===== config.mk =====
export PLATFORM = sky130hd
export DESIGN_NAME = agl_queue
export DESIGN_NICKNAME = d
export VERILOG_FILES = /design/src/hdl/agl_pkg.sv /design/src/hdl/agl_queue.sv
export SDC_FILE = /design/constraint.sdc
export NUM_CORES = 1
export LEC_CHECK = 0
export BUFFER_PORTS_ARGS = -buffer_cell sky130_fd_sc_hd__buf_2
export CORE_ASPECT_RATIO = 0.8
export CORE_MARGIN = 2
export CORE_UTILIZATION = 57
export CTS_CLUSTER_SIZE = 40
export DETAILED_ROUTE_END_ITERATION = 7
export PLACE_DENSITY_LB_ADDON = 0.12
export REMOVE_ABC_BUFFERS = 1
export SLEW_MARGIN = 10
export SYNTH_ARGS = -nofsm -noshare
export SYNTH_HDL_FRONTEND = slang
export SYNTH_SLANG_ARGS = --single-unit

===== constraint.sdc =====
create_clock -name clock -period 3.1 [get_ports clock]
set_clock_uncertainty 0.2 [all_clocks]
set_input_delay 0.155 -clock clock [delete_from_list [all_inputs] [get_ports clock]]
set_output_delay 0.155 -clock clock [all_outputs]
set_load 0.03 [all_outputs]

===== src/hdl/agl_pkg.sv =====
// Shared types, constants and helper functions of the aging Life generation step.
// Used by every module of the block but agl_ram; depends on nothing else.
`default_nettype none

package agl_pkg;

   // Field and register widths fixed by the interface.
   localparam int AGE_W       = 8;
   localparam int POS_W       = 10;
   localparam int TOTAL_W     = 28;
   localparam int DIM_W       = 11;
   localparam int MAX_AGE_W   = 9;
   localparam int CSR_INDEX_W = 2;
   localparam int COUNT_W     = 5;

   // Default field size limits and register reset values.
   localparam int MAX_WIDTH_DEFAULT  = 1024;
   localparam int MAX_HEIGHT_DEFAULT = 1024;
   localparam int DIM_RESET          = 1024;
   localparam int DIM_MIN            = 3;
   localparam int MAX_AGE_RESET      = 64;

   // Depth of the queue between the front and the back.
   localparam int QUEUE_DEPTH = 4;

   // Side of the neighbourhood window and first row and column of cells that yield a result.
   localparam int WINDOW_DIM   = 3;
   localparam int BORDER_CELLS = 2;

   // Life rule constants.
   localparam int SURVIVE_COUNT_LO = 2;
   localparam int BIRTH_COUNT      = 3;
   localparam int BORN_AGE         = 1;

   // Neighbour weights.
   localparam logic [1:0] WEIGHT_DEAD  = 2'd0;
   localparam logic [1:0] WEIGHT_YOUNG = 2'd1;
   localparam logic [1:0] WEIGHT_OLD   = 2'd3;

   // Configuration register indexes.
   localparam logic [CSR_INDEX_W-1:0] CSR_FIELD_WIDTH  = 2'd0;
   localparam logic [CSR_INDEX_W-1:0] CSR_FIELD_HEIGHT = 2'd1;
   localparam logic [CSR_INDEX_W-1:0] CSR_MAX_AGE      = 2'd2;

   // One cell as it travels from the front to the back.
   typedef struct packed {
      logic [AGE_W-1:0] upper;
      logic [AGE_W-1:0] middle;
      logic [AGE_W-1:0] lower;
      logic             sum_clear;
      logic             emit;
      logic             last_cell;
      logic [POS_W-1:0] column;
      logic [POS_W-1:0] row;
   } cell_item_type;

   function automatic logic [1:0] neighbour_weight(input logic [AGE_W-1:0] age,
                                                   input logic [MAX_AGE_W-1:0] max_age);
      logic [1:0] weight;
      if (age == '0) begin
         weight = WEIGHT_DEAD;
      end else if ({1'b0, age} > max_age) begin
         weight = WEIGHT_OLD;
      end else begin
         weight = WEIGHT_YOUNG;
      end
      return weight;
   endfunction

endpackage

`default_nettype wire


===== src/hdl/agl_queue.sv =====
// Short first-in first-out queue of cells between the front and the back.
// Depends on agl_pkg for the cell item type.
`default_nettype none

module agl_queue #(
   parameter int DEPTH = agl_pkg::QUEUE_DEPTH
) (
   input  wire logic                   clock,
   input  wire logic                   reset,
   input  wire logic                   push,
   input  wire agl_pkg::cell_item_type push_item,
   output logic                        full,
   input  wire logic                   pop,
   output agl_pkg::cell_item_type      head_item,
   output logic                        empty
);

   localparam int PTR_W = (DEPTH > 1) ? $clog2(DEPTH) : 1;
   localparam int CNT_W = $clog2(DEPTH + 1);

   agl_pkg::cell_item_type entry_ff [DEPTH];
   logic [PTR_W-1:0] wr_ptr_ff, wr_ptr_in;
   logic [PTR_W-1:0] rd_ptr_ff, rd_ptr_in;
   logic [CNT_W-1:0] count_ff, count_in;

   always_comb begin
      wr_ptr_in = wr_ptr_ff;
      rd_ptr_in = rd_ptr_ff;
      count_in  = count_ff;
      if (push) begin
         wr_ptr_in = (wr_ptr_ff == PTR_W'(DEPTH - 1)) ? '0 : wr_ptr_ff + PTR_W'(1);
      end
      if (pop) begin
         rd_ptr_in = (rd_ptr_ff == PTR_W'(DEPTH - 1)) ? '0 : rd_ptr_ff + PTR_W'(1);
      end
      if (push && !pop) begin
         count_in = count_ff + CNT_W'(1);
      end else if (pop && !push) begin
         count_in = count_ff - CNT_W'(1);
      end
   end

   always_ff @(posedge clock) begin
      if (reset) begin
         wr_ptr_ff <= '0;
         rd_ptr_ff <= '0;
         count_ff  <= '0;
      end else begin
         wr_ptr_ff <= wr_ptr_in;
         rd_ptr_ff <= rd_ptr_in;
         count_ff  <= count_in;
      end
   end

   always_ff @(posedge clock) begin
      if (push) begin
         entry_ff[wr_ptr_ff] <= push_item;
      end
   end

   assign full      = (count_ff == CNT_W'(DEPTH));
   assign empty     = (count_ff == '0);
   assign head_item = entry_ff[rd_ptr_ff];

endmodule

`default_nettype wire


-- After elaboration in Yosys (flattened, before gate mapping)
Memory sizes are Yosys's and may differ from the RTL's. A register that Yosys moved wholly into a read port is not among the register bits.
Index checks and enable logic that the tools add are counted.
- bits in writable memories: 188
- bits of input ports: 51
- word-level logic and storage cells: 25
- bits in registers: 7
- memories: 1
- reduce and logical (&&, ||, !) cells: 6
- add/sub/neg operators: 4
- multiplexer cells: 8
- equality and inequality tests: 3
- memory list (memory ; words ; width ; read ports ; clocked after memory_dff ; write ports ; RTL line ; text):
    entry_ff ; 4 ; 47 ; 1 ; 1 ; 1 ; agl_queue.sv:21 ; agl_pkg::cell_item_type entry_ff [DEPTH];
- operators by type and width (cell ; number):
    $mux W2 ; 4
    $mux W3 ; 2
    $add A2 B1 Y2 const B ; 2
    $eq A2 B2 Y1 const B ; 2
    $add A3 B1 Y3 const B ; 1
    $eq A3 B3 Y1 const B ; 1
    $logic_not A3 Y1 ; 1
    $sub A3 B1 Y3 const B ; 1
    $logic_and A1 B1 Y1 ; 2
    $logic_not A1 Y1 ; 2
    $mux W1 ; 2
    $reduce_bool A2 Y1 ; 1

-- Longest topological paths before layout
- word-level depth: 4
- depth in mapped cells: 7

-- Worst setup path after synthesis
Ideal clock, no wire load.
- path kind: reg-to-reg
- start: register wr_ptr_ff[0]
- end: memory entry_ff[3][0] (netlist name) (enable)
- arrival: 1.675 ns
- setup slack: 0.816 ns
- cell stages (with the launch flop): 3
- buffers on the path: 0
- period minus slack after synthesis: 2.284 ns
- cell sequence: dfxtp_1 -> ha_1 -> and2_1
- RTL lines (item ; RTL line ; text):
    start: declaration ; agl_queue.sv:22 ; logic [PTR_W-1:0] wr_ptr_ff, wr_ptr_in;
    start signal: assignment ; agl_queue.sv:49 ; wr_ptr_ff <= wr_ptr_in;
    end: declaration ; agl_queue.sv:21 ;
No word-level cell before the write port.

==> flow_metrics.tcl <==
set metrics [dict create \
    outcome "finished clean" \
    routed_wl_um 13100 \
    clockBufferDepth 2 \
    startpoint_type "flop" \
    post_cts_buffers 0 \
    die_h_um 105 \
    synth_seq_cells 197 \
    dieArea_um2 13600 \
    rsz0062_at_grt "false" \
    fin_crit_ns 2.40 \
    hold_path_class "primary input to flop" \
    syn_inst 289 \
    mostFrequentLayoutCell "edfxtp_1" \
    place.gp.congestion 0.706 \
    fmax_ghz 0.416 \
    fin_nets 512 \
    critical_path_class "flop to primary output" \
    worstMarginPinSlew_ns 0.692 \
    ir_drop_v 0.000516 \
    mostFrequentLayoutCells "188 x edfxtp_1, 99 x buf_2, 50 x dlygate4sd3_1" \
    grt_start_max_net_pins 35 \
    area_delta_synth_final_pct 25.6 \
    antenna_left 0 \
    r2r_start "wr_ptr_ff[0]" \
    dp_hpwl_um 7500 \
    maxSlewViolCount 0 \
    fin_crit_sh_pct 77.5 \
    ys_seq_area_share_pct 80.4 \
    ioPinCount 100 \
    cts_made_buffers 17 \
    drt-wirelength-per-cell_um 20.5 \
    clk_pin_slew_ns 0.06 \
    whs_path_depth 2 \
    die_w_um 130 \
    cts_sinks 197 \
    p_leak_nw 3.15 \
    gr-total-overflow 0 \
    yosys.cell_types.count 20 \
    drive_above_1_share_pct 40.5 \
    fill_cells 693 \
    drt_iter0_drc 335 \
    drt_pass1_iterations 5 \
    synth_area_leaders "edfxtp_1 78%, mux4_2 15%, dfxtp_1 2.5%, ha_1 1.0%, buf_12 0.83%" \
    clock_latency_ns 0.42 \
    setup_violations 0 \
    finalWorstSetupSlack_ns 0.697 \
    antenna_found_initial 0 \
    final_hold_viol_count 0 \
    pre_cts_slack_ns 1.09 \
    core_area_um2 12300 \
    final_core_util_pct 74.0 \
    row_count 36 \
    reg2reg_depth 4 \
    power.density_nw_per_um2 664 \
    critPathArrivalTime_ns 2.05 \
    vias 3490 \
    cap_violations 0 \
    worstPathMaxFanout 13 \
    cts_tree "done" \
    yosysWarnings 0 \
    worstHoldStart "push_item[42]" \
    required_ns 2.74 \
    syn_avg_cell_area_um2 25.1 \
    netlist.area_leader.share_pct 77.9 \
    grt_pass1_wl_um 20500 \
    grt_usage_pct 21.1 \
    maxSlewHeadroom_pct 53.9 \
    drc 0 \
    start_util_pct 58.9 \
    n_antenna_cell 0 \
    end_kind "primary output" \
    avgViaCountPerCell 5.47 \
    h-tree-depth 4 \
    grt_pass1_vias 3732 \
    netlist_area_um2 7250 \
    port_buffers 99 \
    root_buffer "clkbuf_16" \
    yosys.area.top_type "edfxtp_1" \
]
[report_power, final]
part / switching [W] / internal (W) / leakage [nW] / total (W)
sequential: 0.0000520 / 0.00304 / 1.80 / 0.00310
combinational: 0.000402 / 0.000280 / 1.05 / 0.000683
clock: 0.000921 / 0.00134 / 0.294 / 0.00227
total: 0.00138 / 0.00467 / 3.15 / 0.00605
[stage by stage]
stage                     setup TNS (ns)  hold WS (ns)  instance area [µm²]  instances  total power [W]
after global routing                   0         0.274                 9100        638          0.00625
after floorplan                    -2.97        0.0241                 7140        279          0.00356
final                                  0         0.278                 9100        638          0.00605
after CTS                              0         0.251                 9100        638          0.00609
after detailed placement               0         0.172                 7990        556          0.00379
after global placement                 0         0.167                 7990        556          0.00377
[repair_timing]
item / 4_1_cts / 5_1_grt
endpoints found under the hold margin: 197 / 0
hold buffers: 50 / 0
gates resized for setup: 0 / 0
setup endpoints to repair: 0 / 0
[metal layers]
| metal | global-route usage, % | vias to the layer above | part of all wire, % |
|---|---|---|---|
| met4 | 7.60 | 0 | 1.7 |
| met2 | 32.2 | 120 | 49 |
| met3 | 6.96 | 21 | 6.4 |
| met5 | 0 | - | 0 |
| li1 | - | 1557 | - |
| met1 | 28.9 | 1792 | 43 |
[Yosys cell counts]
master    instances
o21ai_0           1
a21oi_1           2
fa_1              1
ha_1              6
inv_1             4
mux4_2           47
nor2_1            7
buf_2             4
xor2_1            2
buf_6             1
dfxtp_1           9
mux2i_1           4
nor3b_1           2
clkbuf_1          1
and2_1            4
edfxtp_1        188
or3_1             1
nor3_1            1
buf_4             1
buf_12            3
[cell type report]
type / count / area [µm²] / area share [%]
flip-flops and latches: 197 / 5830 / 64.0
multi-input cells: 78 / 1310 / 14.4
repair buffers: 156 / 1120 / 12.3
clock buffers: 18 / 429 / 4.71
well taps: 171 / 214 / 2.35
clock inverters: 14 / 184 / 2.02
inverters: 4 / 15.0 / 0.165
[worst paths after layout]
check / endpoint / slack [ns]
hold / removal: entry_ff[0][42] / 0.28
setup / recovery: head_item[22] / 0.70
setup reg to reg: entry_ff[0][21] / 1.13
hold reg to reg: count_ff[2] / 0.30
[logic make-up after synthesis]
| family | after synthesis | share of synthesized area, % |
|---|---|---|
| DFF | 197 | 80.4 |
| muxes | 51 | 15.2 |
| and+or+nand+nor | 15 | 1.07 |
| buffers and inverters | 14 | 1.62 |
| adders and majority gates | 7 | 1.31 |
| AOI/OAI and AO/OA | 3 | 0.207 |
| xor gates and xnor gates | 2 | 0.242 |
[critical path, stage by stage, from the launching register on]
cell	delay [ns]
dfxtp_4	0.53
buf_4	0.35
mux4_2	0.55
buf_2	0.20
[registers in the layout, summed over array words and instances (netlist names), named ones only]
register / count
entry_ff: 188
rd_ptr_ff: 2
count_ff: 3
wr_ptr_ff: 2
(Power assumes the default switching activity.)
