===== src/hdl/agl_pkg.sv =====
// Shared types, constants and helper functions of the aging Life generation step.
// Used by every module of the block but agl_ram; depends on nothing else.
`default_nettype none

package agl_pkg;

   // Field and register widths fixed by the interface.
   localparam int AGE_W       = 8;
   localparam int POS_W       = 10;
   localparam int TOTAL_W     = 28;
   localparam int DIM_W       = 11;
   localparam int MAX_AGE_W   = 9;
   localparam int CSR_INDEX_W = 2;
   localparam int COUNT_W     = 5;

   // Default field size limits and register reset values.
   localparam int MAX_WIDTH_DEFAULT  = 1024;
   localparam int MAX_HEIGHT_DEFAULT = 1024;
   localparam int DIM_RESET          = 1024;
   localparam int DIM_MIN            = 3;
   localparam int MAX_AGE_RESET      = 64;

   // Depth of the queue between the front and the back.
   localparam int QUEUE_DEPTH = 4;

   // Side of the neighbourhood window and first row and column of cells that yield a result.
   localparam int WINDOW_DIM   = 3;
   localparam int BORDER_CELLS = 2;

   // Life rule constants.
   localparam int SURVIVE_COUNT_LO = 2;
   localparam int BIRTH_COUNT      = 3;
   localparam int BORN_AGE         = 1;

   // Neighbour weights.
   localparam logic [1:0] WEIGHT_DEAD  = 2'd0;
   localparam logic [1:0] WEIGHT_YOUNG = 2'd1;
   localparam logic [1:0] WEIGHT_OLD   = 2'd3;

   // Configuration register indexes.
   localparam logic [CSR_INDEX_W-1:0] CSR_FIELD_WIDTH  = 2'd0;
   localparam logic [CSR_INDEX_W-1:0] CSR_FIELD_HEIGHT = 2'd1;
   localparam logic [CSR_INDEX_W-1:0] CSR_MAX_AGE      = 2'd2;

   // One cell as it travels from the front to the back.
   typedef struct packed {
      logic [AGE_W-1:0] upper;
      logic [AGE_W-1:0] middle;
      logic [AGE_W-1:0] lower;
      logic             sum_clear;
      logic             emit;
      logic             last_cell;
      logic [POS_W-1:0] column;
      logic [POS_W-1:0] row;
   } cell_item_type;

   function automatic logic [1:0] neighbour_weight(input logic [AGE_W-1:0] age,
                                                   input logic [MAX_AGE_W-1:0] max_age);
      logic [1:0] weight;
      if (age == '0) begin
         weight = WEIGHT_DEAD;
      end else if ({1'b0, age} > max_age) begin
         weight = WEIGHT_OLD;
      end else begin
         weight = WEIGHT_YOUNG;
      end
      return weight;
   endfunction

endpackage

`default_nettype wire


===== src/hdl/agl_back.sv =====
// Back of the block: shifts the 3x3 window, counts weighted neighbours,
// applies the aging Life rule and keeps the running age total. Uses agl_pkg.
`default_nettype none

module agl_back (
   input  wire logic                              clock,
   input  wire logic                              reset,
   input  wire logic [agl_pkg::MAX_AGE_W-1:0]     max_age,
   input  wire logic                              queue_empty,
   output logic                                   queue_pop,
   input  wire agl_pkg::cell_item_type            queue_item,
   output logic                                   rsp_valid,
   input  wire logic                              rsp_stall,
   output logic [agl_pkg::AGE_W-1:0]              rsp_new_age,
   output logic [agl_pkg::POS_W-1:0]              rsp_column,
   output logic [agl_pkg::POS_W-1:0]              rsp_row,
   output logic [agl_pkg::TOTAL_W-1:0]            rsp_age_total,
   output logic                                   rsp_last_cell
);

   localparam int AGE_W   = agl_pkg::AGE_W;
   localparam int POS_W   = agl_pkg::POS_W;
   localparam int TOTAL_W = agl_pkg::TOTAL_W;
   localparam int COUNT_W = agl_pkg::COUNT_W;
   localparam int WD      = agl_pkg::WINDOW_DIM;

   // Window stage.
   logic             a_valid_ff;
   logic [AGE_W-1:0] win_ff [WD][WD];
   logic             a_clear_ff, a_emit_ff, a_last_ff;
   logic [POS_W-1:0] a_column_ff, a_row_ff;

   // Count stage.
   logic               b_valid_ff;
   logic [COUNT_W-1:0] b_count_ff;
   logic [AGE_W-1:0]   b_centre_ff;
   logic               b_clear_ff, b_emit_ff, b_last_ff;
   logic [POS_W-1:0]   b_column_ff, b_row_ff;

   // Result register and running total.
   logic               rsp_valid_ff;
   logic [AGE_W-1:0]   rsp_new_age_ff;
   logic [POS_W-1:0]   rsp_column_ff, rsp_row_ff;
   logic [TOTAL_W-1:0] rsp_total_ff;
   logic               rsp_last_ff;
   logic [TOTAL_W-1:0] sum_ff, sum_in;

   logic               out_free, b_move, b_load;
   logic [COUNT_W-1:0] count;
   logic [AGE_W-1:0]   next_age;

   assign out_free  = !rsp_valid_ff || !rsp_stall;
   assign b_move    = b_valid_ff && (!b_emit_ff || out_free);
   assign b_load    = a_valid_ff && (!b_valid_ff || b_move);
   assign queue_pop = !queue_empty && (!a_valid_ff || b_load);

   // Weighted neighbour count of the window centre.
   always_comb begin
      count = '0;
      for (int i = 0; i < WD; i++) begin
         for (int j = 0; j < WD; j++) begin
            if (!(i == 1 && j == 1)) begin
               count = count + COUNT_W'(agl_pkg::neighbour_weight(win_ff[i][j], max_age));
            end
         end
      end
   end

   always_comb begin
      next_age = '0;
      if (b_centre_ff != '0) begin
         if (b_count_ff == COUNT_W'(agl_pkg::SURVIVE_COUNT_LO) ||
             b_count_ff == COUNT_W'(agl_pkg::BIRTH_COUNT)) begin
            next_age = b_centre_ff + AGE_W'(1);
         end
      end else if (b_count_ff == COUNT_W'(agl_pkg::BIRTH_COUNT)) begin
         next_age = AGE_W'(agl_pkg::BORN_AGE);
      end
      sum_in = (b_clear_ff ? '0 : sum_ff) + (b_emit_ff ? TOTAL_W'(next_age) : '0);
   end

   always_ff @(posedge clock) begin
      if (reset) begin
         a_valid_ff   <= 1'b0;
         b_valid_ff   <= 1'b0;
         rsp_valid_ff <= 1'b0;
         sum_ff       <= '0;
         for (int i = 0; i < WD; i++) begin
            for (int j = 0; j < WD; j++) begin
               win_ff[i][j] <= '0;
            end
         end
      end else begin
         if (queue_pop) begin
            a_valid_ff <= 1'b1;
            for (int i = 0; i < WD; i++) begin
               for (int j = 0; j < WD - 1; j++) begin
                  win_ff[i][j] <= win_ff[i][j+1];
               end
            end
            win_ff[0][WD-1] <= queue_item.upper;
            win_ff[1][WD-1] <= queue_item.middle;
            win_ff[2][WD-1] <= queue_item.lower;
         end else if (b_load) begin
            a_valid_ff <= 1'b0;
         end

         if (b_load) begin
            b_valid_ff <= 1'b1;
         end else if (b_move) begin
            b_valid_ff <= 1'b0;
         end

         if (b_move) begin
            sum_ff <= sum_in;
         end

         if (b_move && b_emit_ff) begin
            rsp_valid_ff <= 1'b1;
         end else if (!rsp_stall) begin
            rsp_valid_ff <= 1'b0;
         end
      end
   end

   always_ff @(posedge clock) begin
      if (queue_pop) begin
         a_clear_ff  <= queue_item.sum_clear;
         a_emit_ff   <= queue_item.emit;
         a_last_ff   <= queue_item.last_cell;
         a_column_ff <= queue_item.column;
         a_row_ff    <= queue_item.row;
      end
      if (b_load) begin
         b_count_ff  <= count;
         b_centre_ff <= win_ff[1][1];
         b_clear_ff  <= a_clear_ff;
         b_emit_ff   <= a_emit_ff;
         b_last_ff   <= a_last_ff;
         b_column_ff <= a_column_ff;
         b_row_ff    <= a_row_ff;
      end
      if (b_move && b_emit_ff) begin
         rsp_new_age_ff <= next_age;
         rsp_column_ff  <= b_column_ff;
         rsp_row_ff     <= b_row_ff;
         rsp_total_ff   <= sum_in;
         rsp_last_ff    <= b_last_ff;
      end
   end

   assign rsp_valid     = rsp_valid_ff;
   assign rsp_new_age   = rsp_new_age_ff;
   assign rsp_column    = rsp_column_ff;
   assign rsp_row       = rsp_row_ff;
   assign rsp_age_total = rsp_total_ff;
   assign rsp_last_cell = rsp_last_ff;

endmodule

`default_nettype wire


===== config.mk =====
export PLATFORM = sky130hd
export DESIGN_NAME = agl_back
export DESIGN_NICKNAME = d
export VERILOG_FILES = /design/src/hdl/agl_pkg.sv /design/src/hdl/agl_back.sv
export SDC_FILE = /design/constraint.sdc
export NUM_CORES = 1
export LEC_CHECK = 0
export BUFFER_PORTS_ARGS = -buffer_cell sky130_fd_sc_hd__buf_2
export CAP_MARGIN = 15
export CORE_MARGIN = 5
export CORE_UTILIZATION = 50
export CTS_BUF_LIST = sky130_fd_sc_hd__clkbuf_2
export DETAILED_ROUTE_END_ITERATION = 8
export MAX_ROUTING_LAYER = met4
export PLACE_DENSITY = 0.7
export SLEW_MARGIN = 40
export SYNTH_ARGS = -nofsm -noshare
export SYNTH_HDL_FRONTEND = slang
export SYNTH_SLANG_ARGS = --single-unit

===== constraint.sdc =====
create_clock -name clock -period 14.5 [get_ports clock]
set_clock_uncertainty 0.15 [all_clocks]
set_input_delay 0.725 -clock clock [delete_from_list [all_inputs] [get_ports clock]]
set_output_delay 0.725 -clock clock [all_outputs]
set_load 0.02 [all_outputs]

# Word level (Yosys, flattened, before mapping)
# Memory sizes are Yosys's and may differ from the RTL's.
# Cells that the tools add are included.
# totals
ff_bits	147
ramBits	72
inputBits	60
output_inout_bits	59
wordCells	118
mem_count	1
# memory_table
memory	words	word_bits	read_ports	rd_clocked_by_memory_dff	write_ports	line_no	source
win_ff	3	24	3	0	3	agl_back.sv:29	logic [AGE_W-1:0] win_ff [WD][WD];
# classes
addsub	9
n_lt_le_gt_ge	8
n_eq_ne	3
muxes	41
bitwise_logic	9
reduce_logical	26
# op_table
operator	count
two-way mux 8 bit	12
> comparator 8 x 9 -> 1 bit	8
zero test 8 bit	8
two-way mux 2 bit	16
adder 28 x 8 -> 28 bit	1
two-way mux 28 bit	1
adder 5 x 2 -> 5 bit	4
two-way mux 1 bit	12
== test 5 x 2 -> 1 bit (second input constant)	2
OR 1 bit	9
adder 8 x 1 -> 8 bit (second input constant)	1
nonzero test 8 bit	1
zero test 1 bit	6
adder 4 x 2 -> 5 bit	1
logical OR 1 bit	5
adder 3 x 2 -> 4 bit	1
logical AND 1 bit	4
nonzero test 2 bit	2
adder 2 x 2 -> 3 bit	1
!= test 2 x 1 -> 1 bit (second input constant)	1

# Longest topological paths before layout
# depth
word_depth	12
ltp_mapped	17
ltp_nobuf	17

# Worst setup path after synthesis
# OpenSTA, ideal clock, no wires.
# synth_path
kind	input to register
from	input port max_age[1] (netlist name)
to	register b_count_ff[2], data pin
setup_ns	0.250
t_arrival_ns	4.806
required_time_ns	14.100
path_slack_ns	9.294
path_stages	17
n_path_buf	0
cell_sequence	inv_1 > ha_1 > nor2b_1 > o21a_1 > o21a_1 > o21ai_0 > a21oi_1 > o21ai_0 > fa_1 > fa_1 > fa_1 > inv_1 > fa_1 > ha_1 > inv_1 > fa_1 > inv_1
# synth_via
elab_chain_len	10
word_cells_on_any_way	31
classes_between	add/sub (7); order compare (8); mux (16)
# synth_rtl
element	line_no	source
from (decl)	agl_back.sv:8	input wire logic [agl_pkg::MAX_AGE_W-1:0] max_age,
> comparator 8 x 9 -> 1 bit	agl_pkg.sv:62	end else if ({1'b0, age} > max_age) begin
two-way mux 2 bit	agl_pkg.sv:62	
two-way mux 2 bit	agl_pkg.sv:60	if (age == '0) begin
adder 2 x 2 -> 3 bit	agl_back.sv:63	count = count + COUNT_W'(agl_pkg::neighbour_weight(win_ff[i][j], max_age));
adder 3 x 2 -> 4 bit	agl_back.sv:63	
adder 4 x 2 -> 5 bit	agl_back.sv:63	
adder 5 x 2 -> 5 bit (3 in series)	agl_back.sv:63	
adder 5 x 2 -> 5 bit *	agl_back.sv:63	
named net count[2]	agl_back.sv:49	logic [COUNT_W-1:0] count;
to (signal assigned)	agl_back.sv:135	b_count_ff <= count;
to (decl)	agl_back.sv:35	logic [COUNT_W-1:0] b_count_ff;
# The timed path passes the listed nets; every way through them passes the cells marked *.
# A chain may end at the register's enable or synchronous reset.

==> impl_metrics.py <==
metrics = {
    "place": {
        "gp_congestion": 0.824,
        "dpl_worst_slack_ps": 8770,
        "hpwl_um": 15100,
        "portBuffers": 118,
    },
    "critical_path": {
        "critPathMaxStageDelay_ps": 540,
        "worst_setup_path_end_kind": "flop",
        "critical_path.slowest_cell": "fa_1",
        "cp_num_cells": 16,
        "path_class": "reg2reg",
        "critical_path_buf_inv_count": 2,
        "required_ps": 14890,
        "path_cells": "ha_1 -> nor2b_1 -> o21a_1 -> o21a_1 -> o21ai_0 -> a21oi_1 -> o21ai_0 -> fa_1 -> fa_1 -> fa_1 -> inv_1 -> fa_1 -> ha_1 -> inv_1 -> fa_1 -> xnor2_1",
        "path_common_cell": "fa_1",
        "cp_top_family": "adder cells",
        "crit_path_start_kind": "flop",
        "reg2regPathDepth": 16,
        "critical_path.max_fanout": 3,
        "arrival_ps": 5350,
    },
    "routing": {
        "dr.pass1.iters": 4,
        "vias": 7317,
        "wirelength_um": 22300,
        "viasPerCell": 5.36,
        "drt-initial-drc-count": 383,
        "route.detailed.drc": 0,
        "wl_per_cell_um": 16.3,
        "ant_nets": 0,
    },
    "timing": {
        "report.final.slew_viol_count": 0,
        "min_period_ps": 4960,
        "fin_crit_sh": 0.342,
        "hold_violations": 0,
        "setup_violations": 0,
        "fin_setup_tns_ps": 0,
        "worstMarginPinSlew_ps": 741,
        "relSlewSlack": 0.506,
        "worst_slack_ps": 9540,
        "grt_setup_unrepaired": "false",
        "timing.fmax_mhz": 201,
    },
    "floorplanning": {
        "start_util": 0.511,
        "boundaryPins": 119,
        "die_area_mm2": 0.0246,
        "dieHeight_um": 157,
        "rows": 53,
        "core_area_mm2": 0.0211,
        "die_w_um": 157,
    },
    "clock_network": {
        "clock_latency_ps": 830,
        "clk_pin_slew_worst_paths_ps": 110,
        "cts_resized": 0,
        "hold_buffers": 28,
        "cts-buffers-inserted": 54,
        "clock-sinks": 219,
        "cts_tree": "built",
        "clockRootBuffer": "clkbuf_2",
        "post_cts_buffers": 0,
        "clock_path_buffers": 3,
        "htreeDepth": 2,
    },
    "min_path": {
        "min_delay_path_depth": 2,
        "min_path_type": "in2reg",
    },
    "synth": {
        "ys.flop_type": "edfxtp_1",
        "async_reset_ff_frac": 0,
        "syn_area_per_cell_um2": 12.4,
        "synth-edff-count": 188,
        "synth_cells": 870,
        "synth_cell_types": 56,
        "synth_nets": 1021,
        "ys_ff_latch": 219,
        "yosysWarningCount": 0,
        "seq_area_frac_synth": 0.582,
        "syn_area_mm2": 0.0108,
    },
    "run_status": {
        "status": "finished clean",
    },
    "global_routing": {
        "overflow": 0,
        "grt_max_degree": 86,
        "grt.total_usage": 0.188,
        "grt_pass1_wl_um": 36300,
        "grt_pass1_vias": 7393,
        "antenna_found_initial": 1,
    },
    "cells_and_area": {
        "drive_above_1_share": 0.209,
        "final_common_cell": "edfxtp_1",
        "nets": 1197,
        "fill_cells": 1775,
        "areaGrowthSynthToFinish_pct": 15.5,
        "layout_common_cells": "edfxtp_1, buf_2, ha_1, and3_1, clkbuf_2",
    },
    "power": {
        "powerDensity_mw_per_mm2": 107,
        "power_mw": 1.33,
        "ir_worst_vdd_mv": 0.0557,
        "p_leak_nw": 5.28,
    },
    "run": {
        "maxCapViolations": 0,
    },
}
## worst register-to-register path, stage by stage, from the launching register on
cell	delay (ps)
edfxtp_1	430
ha_1	310
nor2b_1	140
o21a_1	160
o21a_1	160
o21ai_0	130
a21oi_1	70
o21ai_0	270
fa_1	520
fa_1	540
fa_1	540
inv_1	50
fa_1	530
ha_1	170
inv_1	50
fa_1	370
xnor2_1	140
## flip-flops by register name (all words and copies together), names as in the netlist, 5 cells and up
register / count
sum_ff: 28
b_column_ff: 10
a_row_ff: 10
rsp_age_total: 28
win_ff: 72
a_column_ff: 10
rsp_new_age: 8
b_count_ff: 5
b_row_ff: 10
rsp_row: 10
b_centre_ff: 8
rsp_column: 10
## synth_stat cells, types with 2 or more instances
cell type,instances,area [um^2]
a211o_1,2,17.5
a211oi_1,3,22.5
a211oi_2,4,50.1
a21o_1,9,67.6
a21oi_1,32,160
a311oi_1,2,17.5
a31oi_1,6,37.5
a32o_1,6,60.1
and2_1,6,37.5
and3_1,78,488
clkbuf_1,31,116
dfxtp_1,31,621
edfxtp_1,188,5650
fa_1,12,240
ha_1,79,988
inv_1,42,158
mux2i_1,6,60.1
nand2_1,55,206
nand2b_1,9,56.3
nand3_1,18,90.1
nand4_1,17,106
nor2_1,49,184
nor2b_1,30,188
nor3_1,17,85.1
nor4_1,15,93.8
nor4b_1,2,17.5
o211ai_1,9,67.6
o21a_1,16,120
o21ai_0,32,160
or2b_1,2,15.0
or3_1,3,18.8
or4_1,5,37.5
xnor2_1,20,175
xor2_1,12,105
## power breakdown
group          leakage, nW  switching [mW]  internal (mW)
clock network        0.369           0.247          0.155
registers             2.15          0.0174          0.727
logic                 2.76           0.102         0.0789
total                 5.28           0.366          0.961
## worst paths after layout
| path | from | endpoint | slack (ps) |
|---|---|---|---|
| max | win_ff[0][1] | b_count_ff[3] | 9540 |
| min | queue_item[37] | win_ff[0][30] | 90 |
| max reg2reg | win_ff[0][1] | b_count_ff[3] | 9540 |
| min reg2reg | a_row_ff[8] | b_row_ff[8] | 250 |
## metrics by stage
step                utilization  cells  hold WS [ps]  area, um^2
floorplan                     -    870           250       10800
global placement          0.552   1236           250       11600
detailed placement        0.553   1237           255       11700
CTS                       0.590   1363          6.24       12400
global route              0.590   1364          45.8       12400
finish                    0.590   1364          89.5       12400
## per-layer routing
layer	global-route usage	up-vias	wire length [um]
met1	0.251	3440	10400
met2	0.290	201	10200
li1	-	3628	-
met3	0.0318	48	1200
met5	-	-	0
met4	0.0723	0	544
## cells by family (layout without fill, tap and decap cells)
group | after synthesis | count (layout) | share of synthesized area
simple gates | 314 | 314 | 0.160
flops | 219 | 219 | 0.582
compound gates | 131 | 131 | 0.0840
fa+ha+maj | 91 | 91 | 0.114
buf+inv | 76 | 294 | 0.0275
xor+xnor | 32 | 32 | 0.0260
mux | 7 | 7 | 0.00662
other cells | 0 | 1 | 0
## final cells by class
class                   count  area, um^2  area share
flip-flops and latches    219        6270       0.504
multi-input cells         575        4230       0.340
repair buffers            154         942      0.0757
clock buffers              71         355      0.0286
well taps                 275         344      0.0277
inverters                  42         158      0.0127
clock inverters            27         143      0.0115
diodes                      1        2.50    0.000201
Power figures use the tool's default switching activity.
